File: src/rtl/fwgr_pkg.sv
// Shared types and constants for the full-weighting grid restriction block.
// No dependencies; fwgr_scan, fwgr_datapath and the top level import this package.
package fwgr_pkg;

   localparam int SAMPLE_BITS     = 32;
   localparam int VALUE_BITS      = SAMPLE_BITS + 2;
   localparam int SUM_BITS        = SAMPLE_BITS + 2;
   localparam int ACC_BITS        = SAMPLE_BITS + 5;
   localparam int MAX_COARSE_SIDE = 512;
   localparam int SIDE_BITS       = $clog2(MAX_COARSE_SIDE) + 1;
   localparam int COORD_BITS      = $clog2(MAX_COARSE_SIDE);
   localparam int ROW_DEPTH       = 2 * MAX_COARSE_SIDE;
   localparam int ADDR_BITS       = $clog2(ROW_DEPTH);
   localparam int CSR_INDEX_BITS  = 3;
   localparam int CSR_DATA_BITS   = SIDE_BITS;

   typedef enum logic [CSR_INDEX_BITS-1:0] {
      CSR_ONE_DIM_MODE  = 3'd0,
      CSR_COARSE_WIDTH  = 3'd1,
      CSR_COARSE_HEIGHT = 3'd2,
      CSR_DEFECT_MODE   = 3'd3,
      CSR_NEUMANN_FIRST = 3'd4
   } csr_index_type;

   typedef enum logic [2:0] {
      KIND_CORNER,
      KIND_ROW_EDGE,
      KIND_COL_EDGE,
      KIND_INTERIOR,
      KIND_LINE
   } kind_type;

   typedef struct packed {
      logic                 one_dim;
      logic [SIDE_BITS-1:0] cw;
      logic [SIDE_BITS-1:0] ch;
      logic                 defect;
      logic                 neumann;
   } cfg_type;

   typedef struct packed {
      logic                  hit;
      kind_type              kind;
      logic                  rc_last;
      logic                  cc_last;
      logic [COORD_BITS-1:0] i;
      logic [COORD_BITS-1:0] j;
      logic                  done;
   } node_type;

endpackage

File: src/rtl/fwgr_scan.sv
// Fine-grid raster counters and per-sample node classification.
// Depends on fwgr_pkg.
module fwgr_scan import fwgr_pkg::*; (
   input  logic                 clock,
   input  logic                 reset,
   input  cfg_type              cfg,
   input  logic                 restart,
   input  logic                 advance,
   output logic [ADDR_BITS-1:0] fine_x,
   output node_type             node
);

   logic [ADDR_BITS-1:0]  x_ff, x_in, y_ff, y_in;
   logic [SIDE_BITS:0]    fw_m1_w, fh_m1_w;
   logic [ADDR_BITS-1:0]  fw_m1, fh_m1;
   logic [SIDE_BITS-1:0]  cw_m1, ch_m1;
   logic                  last_col, last_row, col_hit, row_hit;
   logic                  i_first, i_edge, j_first, j_edge;

   assign fw_m1_w = {cfg.cw, 1'b0} - (SIDE_BITS + 1)'(2);
   assign fh_m1_w = {cfg.ch, 1'b0} - (SIDE_BITS + 1)'(2);
   assign fw_m1   = fw_m1_w[ADDR_BITS-1:0];
   assign fh_m1   = fh_m1_w[ADDR_BITS-1:0];
   assign cw_m1   = cfg.cw - SIDE_BITS'(1);
   assign ch_m1   = cfg.ch - SIDE_BITS'(1);

   assign last_col = (x_ff == fw_m1);
   assign last_row = (y_ff == fh_m1);
   assign col_hit  = last_col | x_ff[0];
   assign row_hit  = cfg.one_dim | last_row | y_ff[0];

   always_comb begin
      node.hit     = col_hit & row_hit;
      node.i       = last_col ? cw_m1[COORD_BITS-1:0] : x_ff[ADDR_BITS-1:1];
      if (cfg.one_dim) begin
         node.j    = '0;
      end else begin
         node.j    = last_row ? ch_m1[COORD_BITS-1:0] : y_ff[ADDR_BITS-1:1];
      end
      i_first      = (node.i == '0);
      i_edge       = i_first | last_col;
      j_first      = (node.j == '0);
      j_edge       = j_first | last_row;
      node.cc_last = last_col;
      node.rc_last = cfg.one_dim | last_row;
      node.done    = last_col & (cfg.one_dim | last_row);
      if (cfg.one_dim) begin
         node.kind = i_edge ? KIND_CORNER : KIND_LINE;
      end else if (i_edge && j_edge) begin
         node.kind = KIND_CORNER;
      end else if (j_edge) begin
         node.kind = KIND_ROW_EDGE;
      end else if (i_edge) begin
         node.kind = KIND_COL_EDGE;
      end else begin
         node.kind = KIND_INTERIOR;
      end
   end

   always_comb begin
      x_in = x_ff;
      y_in = y_ff;
      if (restart) begin
         x_in = '0;
         y_in = '0;
      end else if (advance) begin
         if (x_ff >= fw_m1) begin
            x_in = '0;
            y_in = (cfg.one_dim || y_ff >= fh_m1) ? '0 : y_ff + ADDR_BITS'(1);
         end else begin
            x_in = x_ff + ADDR_BITS'(1);
         end
      end
   end

   always_ff @(posedge clock) begin
      if (reset) begin
         x_ff <= '0;
         y_ff <= '0;
      end else begin
         x_ff <= x_in;
         y_ff <= y_in;
      end
   end

   assign fine_x = x_ff;

   a_x_in_row: assert property (@(posedge clock) disable iff (reset)
      x_ff <= fw_m1) else $error("fine column beyond row end");
   a_line_row_zero: assert property (@(posedge clock) disable iff (reset)
      cfg.one_dim |-> (y_ff == '0)) else $error("row count moved in line mode");

endmodule

File: config.mk
export PLATFORM = sky130hd
export DESIGN_NAME = fwgr_scan
export DESIGN_NICKNAME = d
export VERILOG_FILES = /design/src/rtl/fwgr_pkg.sv /design/src/rtl/fwgr_scan.sv
export SDC_FILE = /design/constraint.sdc
export NUM_CORES = 1
export LEC_CHECK = 0
export BUFFER_PORTS_ARGS = -buffer_cell sky130_fd_sc_hd__buf_4
export CORE_ASPECT_RATIO = 1.75
export CORE_UTILIZATION = 55
export CTS_CLUSTER_SIZE = 24
export DETAILED_ROUTE_END_ITERATION = 7
export HOLD_SLACK_MARGIN = 0.02
export MAX_ROUTING_LAYER = met4
export PLACE_DENSITY = 0.84
export SLEW_MARGIN = 20
export SYNTH_ARGS = -nofsm -noshare
export SYNTH_HDL_FRONTEND = slang
export SYNTH_SLANG_ARGS = --single-unit
File: constraint.sdc
create_clock -name clock -period 6.7 [get_ports clock]
set_input_delay 0.335 -clock clock [delete_from_list [all_inputs] [get_ports clock]]
set_output_delay 0.335 -clock clock [all_outputs]
set_load 0.005 [all_outputs]
# == After elaboration in Yosys (flattened, before gate mapping) ==
# Cells that the tools add are included.
# op_classes
n_addsub,6
n_mux,10
n_bitwise,7
eq_ne,2
n_lt_le_gt_ge,2
n_reduce_logical,6
# op_table
operator,count
$mux 9,3
$add 10x1->10 const B,2
$eq 10x10->1,2
$ge 10x10->1,2
$mux 10,2
$sub 10x2->10 const B,2
$logic_not 9->1,2
$sub 9x1->9 const B,2
$mux 3,2
$or 1x1->1,5
$mux 2,2
$and 1x1->1,2
$reduce_and 2->1,1
$reduce_or 2->1,1
$logic_and 1x1->1,1
$logic_or 1x1->1,1
$mux 1,1
# totals
out_inout_bits,35
regBits,20
inputBits,27
word_cells,35

# == Longest topological paths before layout ==
# depth
depth_word,9
ltp_mapped,13
ltp_nobuf,12

# == Worst setup path after synthesis ==
# No wires, ideal clock.
# synth_path
path_type,input -> output
from,input port cfg[6] (netlist bit)
to,output port node[22] (netlist bit)
n_path_buf,0
path_stages,11
required_ps,6365
path_slack_ps,3551
t_arrival_ps,2814
cell_sequence,or3_1 -> or2_2 -> nor4_1 -> xnor2_1 -> ha_1 -> nand4_2 -> nor4_4 -> nor2_1 -> a211oi_1 -> nor2_1 -> a21oi_1
# synth_rtl
element,line,rtl
"start, declared",fwgr_scan.sv:6,"input cfg_type cfg,"
"end, declared",fwgr_scan.sv:10,output node_type node

==> results.py <==
metrics = {
    "run_status": {
        "status": "completed",
    },
    "setup_path": {
        "cp-start-kind": "input port",
        "crit_chain": "buf_4 > or3_1 > or2_2 > nor4_1 > xnor2_1 > ha_1 > nand4_2 > nor4_4 > nor2_1 > a211oi_1 > nor2_1 > a21oi_1 > buf_4",
        "endpoint": "node[22]",
        "worst-endpoint-arrival_ns": 3.54,
        "crit_type": "in -> out",
        "worst-path-buf-inv": 2,
        "r2r-end": "y_ff[2]",
        "path_depth": 13,
        "crit_family": "simple AND/OR/NAND/NOR gates",
        "required_ns": 6.36,
        "critPathMaxStageDelay_ns": 0.77,
        "cp_slowest_cell": "nor4_4",
        "setup.worst_path.start": "cfg[6]",
        "path_max_fanout": 18,
        "worstSetupEndpointType": "primary output",
        "r2r_slack_ns": 4.18,
        "timing.rr.start": "fine_x[7]",
        "reg2reg_depth": 7,
    },
    "clocking": {
        "cts_made_buffers": 3,
        "root_buffer": "clkbuf_8",
        "tritoncts": "built",
        "postCtsSetupBuffers": 0,
        "h-tree-depth": 1,
        "clock-sinks": 20,
        "cts_resized": 0,
        "ctsHoldBuffers": 0,
        "clkLatencyLatePin_ns": 0.25,
        "clkSlewWorstSetupHoldPaths_ns": 0.07,
        "clockBufferDepth": 2,
    },
    "sta": {
        "clock_skew_ns": 0.00340,
        "fmax_mhz": 258,
        "fin_setup_tns_ns": 0,
        "period_needed_ns": 3.87,
        "slew_viol_final": 0,
        "fin_ws_ns": 2.83,
        "slew_headroom_pct": 40.6,
        "rsz0062_at_grt": "no",
        "hold_viol": 0,
        "worst_pin_slew_ns": 0.884,
        "period_share_pct": 57.8,
        "setup-violations-final": 0,
    },
    "logic_synthesis": {
        "synth_top_cell_area_share_pct": 21.0,
        "synth_xor_area_share_pct": 11.5,
        "synth.area.mux_share_pct": 1.12,
        "synth_top_flop_cell": "dfxtp_1",
        "synth_edf_count": 0,
        "synth.distinct_cells": 40,
        "ys_seq_area_share_pct": 21.0,
        "synth_top_family_by_area": "simple AND/OR/NAND/NOR gates",
        "yosys_warnings": 0,
        "synthSimpleGateAreaFrac_pct": 31.6,
        "synth_nets": 302,
        "synthTopCellsByArea": "dfxtp_1 (21%), ha_1 (14%), nor2_1 (8.9%)",
        "avgSynthCellArea_sq_um": 7.53,
        "syn_area_sq_um": 1910,
        "synth_compound_area_share_pct": 15.5,
        "synth_seq_cells": 20,
        "synth_top_area_cell": "dfxtp_1",
        "async_flop_share_pct": 0,
        "synth_cells": 253,
        "synthAdderAreaFrac_pct": 14.4,
    },
    "min_path": {
        "hold_path_class": "in -> reg",
        "hold_path_startpoint": "advance",
    },
    "final_layout": {
        "syn2layout_area_growth_pct": 26.5,
        "finalNetCount": 356,
        "layout_commonest_cell": "buf_4",
        "final_layout_size_suffix_gt1_share_pct": 23.5,
        "post-route-util_pct": 75.1,
        "layout_common_cells": "buf_4 (57), nor2_1 (45), a21oi_1 (26), ha_1 (22), dfxtp_1 (20)",
        "diodes": 0,
    },
    "floorplan": {
        "die_h_microns": 79.9,
        "rows": 27,
        "start_util_pct": 59.4,
        "die_w_microns": 46.5,
        "io_pins": 62,
        "coreArea_sq_um": 3210,
        "dieArea_sq_um": 3710,
    },
    "grt": {
        "grt_max_degree": 23,
        "grt_pass1_wl_microns": 7780,
        "antenna_found_initial": 0,
        "overflow": 0,
        "grtUsageTotal_pct": 29.0,
        "grt_pass1_vias": 1874,
    },
    "drt": {
        "drtAntennaViolNets": 0,
        "firstDrtPassIters": 4,
        "first_iter_violations": 42,
        "routed_wl_microns": 4920,
        "route.detailed.drc": 0,
        "avgRoutedWirePerCell_microns": 14.1,
        "routed_via_density": 5.78,
        "via_count": 2016,
    },
    "placement": {
        "place_ws_ns": 2.88,
        "port_buffers": 57,
        "place_congestion": 0.896,
        "dp_hpwl_microns": 4050,
    },
    "pwr": {
        "power_leakage_uw": 0.00103,
        "p_per_area_nw_per_um2": 108,
        "ir_worst_vdd_v": 0.0000748,
    },
    "job": {
        "cap_violations": 0,
    },
}
==> cell type report <==
class                           instances  area, sq um
Sequential cell                        20          400
Timing Repair Buffer                   57          428
Tap cell                               43         53.8
Fill cell                             269          798
Inverter                               13         48.8
Clock buffer                            4         55.1
Multi-Input combinational cell        212         1430
==> cell usage after synthesis (2+ instances only) <==
master,count
dfxtp_1,20
and3_1,4
or2_2,2
a21oi_1,26
xnor2_1,18
o21ai_0,2
nor3_1,10
nor4_1,5
nor4_4,2
buf_4,3
nand4_1,7
clkbuf_1,4
ha_1,22
or4_1,2
a31o_2,2
and2_1,2
nor2_1,45
or3_1,3
a211oi_1,7
nand2b_1,2
or2_1,3
nand3_1,4
xor2_1,7
a21o_1,3
a221o_1,3
nor2b_1,3
inv_1,13
nand2_1,17
==> report_power, final <==
group          switching [uW]  internal, uW  total [uW]
Clock                    37.7          52.2        89.8
Sequential              0.733           119         120
Combinational            27.3          23.7        51.0
==> cell families (layout without fill, tap and decap cells) <==
kind of cell | count (synthesis) | in the layout
AOI/OAI and AO/OA | 47 | 47
adders and majority gates | 22 | 22
and+or+nand+nor | 116 | 116
buffers and inverters | 21 | 74
xor gates and xnor gates | 25 | 25
DFF | 20 | 20
muxes | 2 | 2
==> metal layers <==
metal | part of all wire, % | global-route usage (%) | routed length, microns
met5 | 0 | - | 0
met4 | 3.7 | 16.2 | 180
met3 | 4.3 | 3.39 | 212
met2 | 56 | 53.1 | 2770
met1 | 36 | 26.6 | 1760
==> tightest hold or removal path, delay by kind of cell <==
| kind | cells | cell delay (ns) |
|---|---|---|
| xor gates and xnor gates | 1 | 0.08 |
| buffers and inverters | 1 | 0.14 |
| and+or+nand+nor | 1 | 0.07 |
==> registers in the layout, summed over array words and instances (netlist names) <==
name,flops
y_ff,10
fine_x,10
==> per-stage QoR <==
stage	instance area, sq um	power, uW	hold slack (ns)	cells
after global placement	2350	172	0.532	345
after global routing	2410	271	0.424	349
after floorplan	1910	151	0.509	253
after CTS	2400	261	0.402	349
final	2410	261	0.403	349
after detailed placement	2350	173	0.540	345
==> worst min path at each step <==
stage,slack (ns),end,depth (start not counted)
5_1_grt,0.42,fine_x[1],3
3_5_place_dp,0.54,y_ff[5],2
2_1_floorplan,0.51,y_ff[5],2
4_1_cts,0.40,fine_x[0],3
6_report,0.40,fine_x[0],3
3_3_place_gp,0.53,y_ff[5],2
Note: power is estimated with default switching activity, not from simulation.
