**src/rtl/fwgr_pkg.sv**
```systemverilog
// Shared types and constants for the full-weighting grid restriction block.
// No dependencies; fwgr_scan, fwgr_datapath and the top level import this package.
package fwgr_pkg;

   localparam int SAMPLE_BITS     = 32;
   localparam int VALUE_BITS      = SAMPLE_BITS + 2;
   localparam int SUM_BITS        = SAMPLE_BITS + 2;
   localparam int ACC_BITS        = SAMPLE_BITS + 5;
   localparam int MAX_COARSE_SIDE = 512;
   localparam int SIDE_BITS       = $clog2(MAX_COARSE_SIDE) + 1;
   localparam int COORD_BITS      = $clog2(MAX_COARSE_SIDE);
   localparam int ROW_DEPTH       = 2 * MAX_COARSE_SIDE;
   localparam int ADDR_BITS       = $clog2(ROW_DEPTH);
   localparam int CSR_INDEX_BITS  = 3;
   localparam int CSR_DATA_BITS   = SIDE_BITS;

   typedef enum logic [CSR_INDEX_BITS-1:0] {
      CSR_ONE_DIM_MODE  = 3'd0,
      CSR_COARSE_WIDTH  = 3'd1,
      CSR_COARSE_HEIGHT = 3'd2,
      CSR_DEFECT_MODE   = 3'd3,
      CSR_NEUMANN_FIRST = 3'd4
   } csr_index_type;

   typedef enum logic [2:0] {
      KIND_CORNER,
      KIND_ROW_EDGE,
      KIND_COL_EDGE,
      KIND_INTERIOR,
      KIND_LINE
   } kind_type;

   typedef struct packed {
      logic                 one_dim;
      logic [SIDE_BITS-1:0] cw;
      logic [SIDE_BITS-1:0] ch;
      logic                 defect;
      logic                 neumann;
   } cfg_type;

   typedef struct packed {
      logic                  hit;
      kind_type              kind;
      logic                  rc_last;
      logic                  cc_last;
      logic [COORD_BITS-1:0] i;
      logic [COORD_BITS-1:0] j;
      logic                  done;
   } node_type;

endpackage

```
**src/rtl/fwgr_datapath.sv**
```systemverilog
// Stencil datapath: sliding windows, partial-sum stage and output register.
// Depends on fwgr_pkg.
module fwgr_datapath import fwgr_pkg::*; (
   input  logic                          clock,
   input  logic                          reset,
   input  logic                          load_b,
   input  logic                          load_c,
   input  logic signed [SAMPLE_BITS-1:0] sample,
   input  logic signed [SAMPLE_BITS-1:0] prev,
   input  logic signed [SAMPLE_BITS-1:0] prev2,
   input  node_type                      node,
   input  cfg_type                       cfg,
   output logic signed [VALUE_BITS-1:0]  coarse_value,
   output logic [COORD_BITS-1:0]         coarse_x,
   output logic [COORD_BITS-1:0]         coarse_y,
   output logic                          grid_done
);

   function automatic logic signed [SUM_BITS-1:0] tap3(
      input logic signed [SAMPLE_BITS-1:0] a,
      input logic signed [SAMPLE_BITS-1:0] b,
      input logic signed [SAMPLE_BITS-1:0] c
   );
      tap3 = SUM_BITS'(a) + (SUM_BITS'(b) <<< 1) + SUM_BITS'(c);
   endfunction

   // Index 0 is column x-1, index 1 is column x-2.
   logic signed [SAMPLE_BITS-1:0] left_ff [2];
   logic signed [SAMPLE_BITS-1:0] above_ff [2];
   logic signed [SAMPLE_BITS-1:0] above2_ff [2];

   logic signed [SUM_BITS-1:0]    rs0_in, rs1_in, rs2_in, edge_in;
   logic signed [SAMPLE_BITS-1:0] corner_in;
   logic signed [SUM_BITS-1:0]    rs0_ff, rs1_ff, rs2_ff, edge_ff;
   logic signed [SAMPLE_BITS-1:0] corner_ff;
   kind_type                      kind_ff;
   logic [COORD_BITS-1:0]         i_ff, j_ff;
   logic                          done_ff;

   logic signed [ACC_BITS-1:0]    acc, shifted;
   logic                          cof2;
   logic signed [VALUE_BITS-1:0]  value_in, value_ff;
   logic [COORD_BITS-1:0]         x_out_ff, y_out_ff;
   logic                          done_out_ff;

   always_comb begin
      rs0_in = tap3(above2_ff[1], above2_ff[0], prev2);
      rs1_in = tap3(above_ff[1], above_ff[0], prev);
      rs2_in = tap3(left_ff[1], left_ff[0], sample);
      if (node.kind == KIND_ROW_EDGE) begin
         edge_in = node.rc_last ? rs2_in : rs1_in;
      end else if (node.cc_last) begin
         edge_in = tap3(prev2, prev, sample);
      end else begin
         edge_in = tap3(above2_ff[0], above_ff[0], left_ff[0]);
      end
      if (node.rc_last) begin
         corner_in = node.cc_last ? sample : left_ff[0];
      end else begin
         corner_in = node.cc_last ? prev : above_ff[0];
      end
   end

   always_ff @(posedge clock) begin
      if (reset) begin
         left_ff[0]   <= '0;
         left_ff[1]   <= '0;
         above_ff[0]  <= '0;
         above_ff[1]  <= '0;
         above2_ff[0] <= '0;
         above2_ff[1] <= '0;
      end else if (load_b) begin
         left_ff[1]   <= left_ff[0];
         left_ff[0]   <= sample;
         above_ff[1]  <= above_ff[0];
         above_ff[0]  <= prev;
         above2_ff[1] <= above2_ff[0];
         above2_ff[0] <= prev2;
      end
   end

   always_ff @(posedge clock) begin
      if (load_b && node.hit) begin
         rs0_ff    <= rs0_in;
         rs1_ff    <= rs1_in;
         rs2_ff    <= rs2_in;
         edge_ff   <= edge_in;
         corner_ff <= corner_in;
         kind_ff   <= node.kind;
         i_ff      <= node.i;
         j_ff      <= node.j;
         done_ff   <= node.done;
      end
   end

   assign cof2 = cfg.defect & cfg.neumann;

   // Arithmetic right shift floors, matching the stencil rounding.
   always_comb begin
      acc     = '0;
      shifted = '0;
      case (kind_ff)
         KIND_CORNER: begin
            acc     = ACC_BITS'(corner_ff);
            shifted = cof2 ? (acc <<< 1) : acc;
         end
         KIND_ROW_EDGE, KIND_COL_EDGE: begin
            acc     = cof2 ? (ACC_BITS'(edge_ff) <<< 1) : ACC_BITS'(edge_ff);
            shifted = acc >>> 2;
         end
         KIND_INTERIOR: begin
            acc     = ACC_BITS'(rs0_ff) + (ACC_BITS'(rs1_ff) <<< 1) + ACC_BITS'(rs2_ff);
            shifted = cfg.defect ? (acc >>> 2) : (acc >>> 4);
         end
         KIND_LINE: begin
            acc     = ACC_BITS'(rs2_ff);
            shifted = cfg.defect ? acc : (acc >>> 2);
         end
         default: begin
            acc     = '0;
            shifted = '0;
         end
      endcase
      value_in = shifted[VALUE_BITS-1:0];
   end

   always_ff @(posedge clock) begin
      if (load_c) begin
         value_ff    <= value_in;
         x_out_ff    <= i_ff;
         y_out_ff    <= j_ff;
         done_out_ff <= done_ff;
      end
   end

   assign coarse_value = value_ff;
   assign coarse_x     = x_out_ff;
   assign coarse_y     = y_out_ff;
   assign grid_done    = done_out_ff;

endmodule

```
**config.mk**
```make
export PLATFORM = sky130hd
export DESIGN_NAME = fwgr_datapath
export DESIGN_NICKNAME = d
export VERILOG_FILES = /design/src/rtl/fwgr_pkg.sv /design/src/rtl/fwgr_datapath.sv
export SDC_FILE = /design/constraint.sdc
export NUM_CORES = 1
export LEC_CHECK = 0
export BUFFER_PORTS_ARGS = -buffer_cell sky130_fd_sc_hd__clkbuf_2
export CORE_UTILIZATION = 57
export DETAILED_ROUTE_END_ITERATION = 7
export GPL_ROUTABILITY_DRIVEN = 1
export GPL_TIMING_DRIVEN = 0
export PLACE_DENSITY = 0.79
export SLEW_MARGIN = 20
export SYNTH_ARGS = -nofsm -noshare
export SYNTH_HDL_FRONTEND = slang
export SYNTH_SLANG_ARGS = --single-unit
```
**constraint.sdc**
```tcl
create_clock -name clock -period 5.7 [get_ports clock]
set_input_delay 1.14 -clock clock [delete_from_list [all_inputs] [get_ports clock]]
set_output_delay 1.14 -clock clock [all_outputs]
set_load 0.03 [all_outputs]
```
---- Yosys cells after proc, flatten, opt, wreduce, memory -nomap -nowiden ----
Memory sizes are Yosys's and may differ from the RTL's.
Index checks and enable logic that the tools add are counted.
operators by class
  add/subtract/negate cells ............... 12
  equal/unequal tests ..................... 5
  mux-type cells .......................... 22
  bitwise gates (word level) .............. 7
  reductions and logical operators ........ 3
operators with widths
  operator                                        count
  two-way mux 32 bit                              10
  adder 32 x 33 -> 34 bit                         5
  adder 34 x 32 -> 34 bit                         5
  two-way mux 34 bit                              5
  one-hot mux 34 bit (4 select lines)             1
  adder 36 x 34 -> 37 bit                         1
  adder 34 x 35 -> 36 bit                         1
  two-way mux 33 bit                              1
  == test 3 x 1 -> 1 bit (second input constant)  2
  == test 3 x 2 -> 1 bit (second input constant)  2
  bitwise OR 1 bit                                6
  two-way mux 1 bit                               5
  == test 3 bit (second input constant)           1
  zero test 3 bit                                 1
  OR reduction 2 bit                              1
  bitwise AND 1 bit                               1
  logical AND 1 bit                               1
word-level totals
  flip-flop bits (word level) ............. 243
  bits in writable memories ............... 192
  input port bits ......................... 148
  output and inout port bits .............. 53
  word-level logic and storage cells ...... 65
  memories kept ........................... 3
memory list
  memory     words  bits a word  read ports  clocked after memory_dff  write ports  RTL line             text
  above2_ff  2      32           2           0                         2            fwgr_datapath.sv:30  logic signed [SAMPLE_BITS-1:0] above2_ff [2];
  above_ff   2      32           2           0                         2            fwgr_datapath.sv:29  logic signed [SAMPLE_BITS-1:0] above_ff [2];
  left_ff    2      32           2           0                         2            fwgr_datapath.sv:28  logic signed [SAMPLE_BITS-1:0] left_ff [2];

---- Logic depth before layout (Yosys ltp) ----
Gate-level depths: netlist of the first run.
An unclocked memory read counts as a cell.
  depth after elaboration ................. 5
  depth in mapped cells ................... 14
  depth with buffers taken out ............ 14

---- Worst setup path before layout of the first run ----
Ideal clock, no wire load.
  path type ............................... input -> register
  start point ............................. input port load_b
  end point ............................... register corner_ff[0] (enable)
  setup time .............................. 571 ps
  arrival ................................. 5432 ps
  required time ........................... 5129 ps
  slack ................................... -304 ps
  stages on the path ...................... 1
  buffers on the path ..................... 0
  cells stage by stage .................... and2_1
on the way
  word-level cells in the longest chain between the ends .. 1
ends and longest elaborated chain
  what                  RTL line             text
  start, declared       fwgr_datapath.sv:6   input logic load_b,
  logical AND 1 bit     fwgr_datapath.sv:83  if (load_b && node.hit) begin
  end signal, assigned  fwgr_datapath.sv:88  corner_ff <= corner_in;
  end, declared         fwgr_datapath.sv:35  logic signed [SAMPLE_BITS-1:0] corner_ff;
No other way between the ends.
A chain may end at the register's enable or synchronous reset.

---- Final worst setup path of the first run ----
  start point ............................. input port prev2[1]
  end point ............................... register rs0_ff[19], data pin
on the way
  word-level cells in the longest chain between the ends .. 1
ends and longest elaborated chain
  what                     RTL line             text
  start, declared          fwgr_datapath.sv:10  input logic signed [SAMPLE_BITS-1:0] prev2,
  adder 34 x 32 -> 34 bit  fwgr_datapath.sv:24  tap3 = SUM_BITS'(a) + (SUM_BITS'(b) <<< 1) + SUM_BITS'(c);
  named net rs0_in[19]     fwgr_datapath.sv:32  logic signed [SUM_BITS-1:0] rs0_in, rs1_in, rs2_in, edge_in;
  end signal, assigned     fwgr_datapath.sv:84  rs0_ff <= rs0_in;
  end, declared            fwgr_datapath.sv:34  logic signed [SUM_BITS-1:0] rs0_ff, rs1_ff, rs2_ff, edge_ff;
The timed path passes the listed nets, and every way through them passes these cells.

==> impl_metrics.ini, run 1 <==
[global_routing]
grt-ovfl-total = 0
grt_pass1_vias = 23580
globalRouteTotalUtil = 0.3359
antenna_found_initial = 7
grt_max_degree = 62
grt_pass1_wl_um = 139600

[worst_setup_path]
critPathLaunchType = input pin
cp_top_family = compound AO/OA/AOI/OAI gates
max_stage_delay_ns = 0.78
arrival_ns = 5.56
path_class = in2reg
crit_buf_inv = 2
crit_top_cell = fa_1
required_ns = 6.02
cpMaxStageDelayCell = a211oi_1
crit_path_max_fanout = 3
worstSetupEndpointType = register
path_cells = clkbuf_2, fa_1, ha_1, inv_1, fa_1, nor2b_1, o21a_1, o21ai_0, a211oi_1, nor2_1, o31ai_1, a21o_1, a21oi_1, xnor2_1

[timing]
setup_viol_count_final = 0
fmax_mhz = 191.0
slew_headroom = 0.2251
min_period_over_period = 0.9185
min_period_ns = 5.235
tns_ns = 0
rsz0062_at_grt = no
hold_viol_final = 0
maxSlewViolCount = 0
worst_pin_slew_ns = 1.162
fin_worst_skew_ns = 0.01942

[floorplanning]
die_h_um = 237.4
die_area_um2 = 56370
start_util = 0.5825
core_area_um2 = 54240
std_cell_rows = 85
io-pin-count = 201
die_w_um = 237.4

[yosys]
synth_nets = 3274
avgSynthCellArea_um2 = 11.58
mappedNetlistArea_um2 = 31590
synth_cell_type_count = 81
synth-main-ff-cell = edfxtp_1
synthTopCellsByArea = edfxtp_1 41%, fa_1 13%, ha_1 7.8%
yosysWarnings = 0
synth_top_area_share = 0.4125
ys_seq_area_frac = 0.4125
synth_area_leader_cell = edfxtp_1
async_flop_share = 0
synth_cells = 2729
synth_edf_count = 434
synth-seq-cells = 434

[finish]
final_nets = 3508
layout.cells.non_filler = 3700
diodes = 0
final_common_cell = edfxtp_1
area_delta_synth_final_pct = 11.34
layout-drive-gt1-share = 0.1122
layout_common_cells = 434 x edfxtp_1, 218 x nand2_1, 213 x and2_1
fin_area_um2 = 35180

[clock_tree]
cts.sinks = 434
clockBufferDepth = 3
cts_buffers = 50
cts.clk_slew.worst_paths_ns = 0.06
tritoncts = done
cts_hold_buf = 0
htree_levels = 2
cts_root_buffer = clkbuf_16
cts_setup_buffers = 0
post_cts_resized = 0
clk_latency_ns = 0.62

[worst_hold_path]
hold_class = reg2reg

[place]
placed_area_um2 = 33510
hpwl_um = 76360
io_buffers = 176
gp_congestion = 1.047
dp_cells = 3607

[pwr]
peakVddDrop_mv = 0.2858
combPwrFrac = 0.443
internal_power_mw = 8.190
p_per_area_nw_per_um2 = 386.1
p_sw_frac = 0.3970
leakagePower_nw = 14.44
p_sw_mw = 5.392
p_seq_frac = 0.319
clkPwrFrac = 0.239

[route]
wl_per_cell_um = 25.31
avgViaCountPerCell = 6.449
drt-initial-drc-count = 2691
ant_nets = 0
routed_wl_um = 93660
vias = 23860
drc = 0
drtPass1Iterations = 8

[run]
max-cap-violations = 0

[run_status]
outcome = complete, no violations
==> per-stage QoR <==
stage | setup WS [ns] | total power [mW] | util | hold slack, ns
after floorplan | 1.352 | 8.412 | - | 0.4003
after global placement | 0.08100 | 10.02 | 0.6148 | 0.4024
after detailed placement | 0.02033 | 10.16 | 0.6178 | 0.4045
after CTS | 0.6503 | 13.41 | 0.6484 | 0.4182
after global routing | 0.4102 | 14.26 | 0.6485 | 0.4213
final | 0.4648 | 13.58 | 0.6485 | 0.4180
==> path summary, 6_finish.rpt <==
check	from	endpoint	slack, ns	cells after the start
worst max-delay path	prev2[1]	rs0_ff[19]$_DFFE_PP_	0.46	14
worst min-delay path	i_ff[0]$_DFFE_PP_	coarse_x[0]$_DFFE_PP_	0.42	0
worst max register to register	left_ff[0][1]$_SDFFCE_PN0P_	edge_ff[33]$_DFFE_PP_	0.64	14
worst min register to register	i_ff[0]$_DFFE_PP_	coarse_x[0]$_DFFE_PP_	0.42	0
==> flip-flops by register name (all words and copies together), names as in the netlist <==
register	cells
edge_ff	33
above2_ff	64
corner_ff	32
coarse_y	9
coarse_value	34
grid_done	1
rs1_ff	34
coarse_x	9
done_ff	1
i_ff	9
kind_ff	3
rs2_ff	34
rs0_ff	34
j_ff	9
above_ff	64
left_ff	64
==> synth_stat cells, types with 25 or more instances <==
master / count
xor2_1: 66
o21ai_0: 117
mux2i_1: 82
a31oi_1: 25
fa_1: 200
nor2_1: 131
and2_1: 214
edfxtp_1: 434
nor2b_1: 28
inv_1: 53
nand2_1: 218
o22ai_1: 25
a211oi_1: 44
mux4_2: 32
xnor2_1: 103
clkbuf_1: 84
a21oi_1: 208
nor3_1: 25
ha_1: 197
nand3_1: 45
a21o_1: 96
==> cell type report <==
| cell class | instances | area [µm²] |
|---|---|---|
| Sequential cell | 434 | 13030 |
| Buffer | 97 | 371.6 |
| Multi-Input combinational cell | 2143 | 17990 |
| Clock buffer | 54 | 1266 |
| Tap cell | 696 | 870.8 |
| Inverter | 55 | 206.4 |
| Timing Repair Buffer | 182 | 1041 |
| Fill cell | 4118 | 19060 |
| Clock inverter | 39 | 394.1 |
==> power by group through the flow <==
stage	Sequential (mW)	Clock, mW	Combinational [mW]
2_1_floorplan	4.40	0	4.01
3_3_place_gp	4.39	0	5.64
3_5_place_dp	4.39	0	5.77
4_1_cts	4.32	3.27	5.82
5_1_grt	4.37	3.39	6.50
6_report	4.33	3.24	6.01
==> routing by layer <==
| layer | up-vias | GRT usage | wire length (µm) |
|---|---|---|---|
| met4 | 2 | 0.1339 | 3821 |
| li1 | 10630 | - | - |
| met5 | - | 0 | 8 |
| met3 | 218 | 0.08094 | 12020 |
| met2 | 1432 | 0.5006 | 39840 |
| met1 | 11580 | 0.4747 | 37970 |
==> cells by family (layout without fill, tap and decap cells) <==
logic type      after synthesis  count (layout)  synth area share
fa+ha+maj                   397             397            0.2047
buf+inv                     152             427           0.01830
mux                         119             119           0.05057
compound gates              705             705            0.1472
simple gates                753             753            0.1199
flops                       434             434            0.4125
xor+xnor                    169             169           0.04685
==> worst register-to-register path, delay by kind of cell (launching register included) <==
kind	cells	cell delay, ns
simple gates	2	0.37
compound gates	7	2.35
buf+inv	1	0.09
flops	1	0.50
fa+ha+maj	3	1.28
mux	1	0.35
Power figures use the tool's default switching activity.
==> run 2, diff against run 1 <==
RECOVER_POWER = 100   (was not set)
==> run 2 against run 1 <==
Highest routed layer unchanged; clock-buffer cell count is the same; via count shrank 0.15%; worst hold slack lost 0.00096 ns; the run now ends with capacitance limit, slew limit left; flip-flop and latch count is the same.
==> impl_metrics.ini, run 2 (synthesis results as in run 1) <==
[run_status]
outcome = complete, but fails checks
failed_checks = capacitance limit, slew limit

[worst_hold_path]
hold_class = reg2reg

[finish]
reg.largest.list = above2_ff x64, above_ff x64, left_ff x64
layout-drive-gt1-share = 0.08356
diodes = 0
final_util = 0.6442
fillers = 4179
layout_common_cells = 434 x edfxtp_1, 218 x nand2_1, 208 x a21oi_1
final_common_cell = edfxtp_1
final_nets = 3508
area_delta_synth_final_pct = 10.60

[route]
avgViaCountPerCell = 6.439
vias = 23830
drtPass1Iterations = 6
drt-initial-drc-count = 2676
drc = 0
wl_per_cell_um = 25.31
routed_wl_um = 93630
ant_nets = 0

[place]
gp_congestion = 1.047
hpwl_um = 76360
io_buffers = 176

[clock_tree]
cts.sinks = 434
cts_setup_buffers = 0
cts_buffers = 50
post_cts_resized = 0
htree_levels = 2
cts_root_buffer = clkbuf_16
cts.clk_slew.worst_paths_ns = 0.06
tritoncts = done
clockBufferDepth = 3
cts_hold_buf = 0
clk_latency_ns = 0.62

[timing]
slew_headroom = -1.127
rsz0062_at_grt = no
min_period_over_period = 0.9434
fin_worst_skew_ns = 0.01823
hold_viol_final = 0
maxSlewViolCount = 343
fmax_mhz = 186.0
min_period_ns = 5.377
tns_ns = 0
setup_viol_count_final = 0
worst_pin_slew_ns = 3.190

[global_routing]
grt_max_degree = 62
grt_pass1_wl_um = 139600
globalRouteTotalUtil = 0.3359
antenna_found_initial = 7
grt_pass1_vias = 23580
grt-ovfl-total = 0

[pwr]
internal_power_mw = 8.164
combPwrFrac = 0.441
p_sw_frac = 0.3974
p_sw_mw = 5.385
p_per_area_nw_per_um2 = 387.7
leakagePower_nw = 14.07
peakVddDrop_mv = 0.2856
clkPwrFrac = 0.239
p_seq_frac = 0.320

[floorplanning]
die_area_um2 = 56370
die_w_um = 237.4
core_area_um2 = 54240
start_util = 0.5825
io-pin-count = 201
die_h_um = 237.4
std_cell_rows = 85

[worst_setup_path]
required_ns = 6.16
worstSetupEndpointType = register
arrival_ns = 5.84
crit_path_max_fanout = 4
path_class = in2reg
critPathLaunchType = input pin

[run]
max-cap-violations = 7
[run 2: cell types whose count changed in the layout (fill, tap and decap cells not counted), moves of 7 or more]
cell / delta
clkbuf_1: +81
buf_1: -7
and2_1: -112
and2_0: +113
clkbuf_2: -70
[run 2: critical path, stage by stage]
cell	delay [ns]
clkbuf_1	0.29
fa_1	0.48
ha_1	0.36
o21ai_0	0.13
o21ai_0	0.30
a211oi_1	0.20
o41ai_1	1.20
a2111oi_0	0.50
o31ai_1	0.38
a21oi_1	0.13
xor2_1	0.16
mux2i_1	0.34
a2bb2oi_1	0.23
[run 2: area by class of cell]
cell class                 instances  area (µm²)  share of cell area
clock inverter                    39       394.1             0.01128
buffer                            97       371.6             0.01063
inverter                          55       206.4            0.005908
timing repair buffer             182       863.3             0.02471
sequential                       434       13030              0.3730
tap                              696       870.8             0.02492
clock buffer                      54        1266             0.03624
multi-input combinational       2143       17940              0.5134
[run 2: path summary, 6_finish.rpt]
path	from	end	slack, ns	cells past startpoint
setup / recovery	prev[3]	edge_ff[32]$_DFFE_PP_	0.32	13
hold / removal	j_ff[7]$_DFFE_PP_	coarse_y[7]$_DFFE_PP_	0.42	0
setup reg to reg	left_ff[0][1]$_SDFFCE_PN0P_	edge_ff[33]$_DFFE_PP_	0.66	14
hold reg to reg	j_ff[7]$_DFFE_PP_	coarse_y[7]$_DFFE_PP_	0.42	0
[run 2: power by group through the flow]
stage,Sequential (mW),Clock [mW],Combinational (mW)
after global routing,4.37,3.39,6.46
after CTS,4.32,3.27,5.82
after global placement,4.39,0,5.64
after floorplan,4.40,0,4.01
after detailed placement,4.39,0,5.77
final,4.34,3.24,5.97
[run 2: metrics by stage]
stage / hold slack (ns) / instances / cell area [µm²] / total power [mW] / setup WS [ns]
floorplan: 0.4003 / 2729 / 31600 / 8.412 / 1.352
global placement: 0.4024 / 3601 / 33350 / 10.02 / 0.08100
detailed placement: 0.4045 / 3607 / 33510 / 10.16 / 0.02033
CTS: 0.4182 / 3700 / 35170 / 13.41 / 0.6503
global route: 0.4213 / 3700 / 34940 / 14.22 / 0.2150
finish: 0.4171 / 3700 / 34940 / 13.55 / 0.3226
[run 2: metal layers]
metal  part of all wire  track usage  vias up
met5             0.0012            0        -
met4              0.042       0.1339        4
met3               0.13      0.08094      219
met2               0.42       0.5006     1482
met1               0.40       0.4747    11490
li1                   -            -    10630
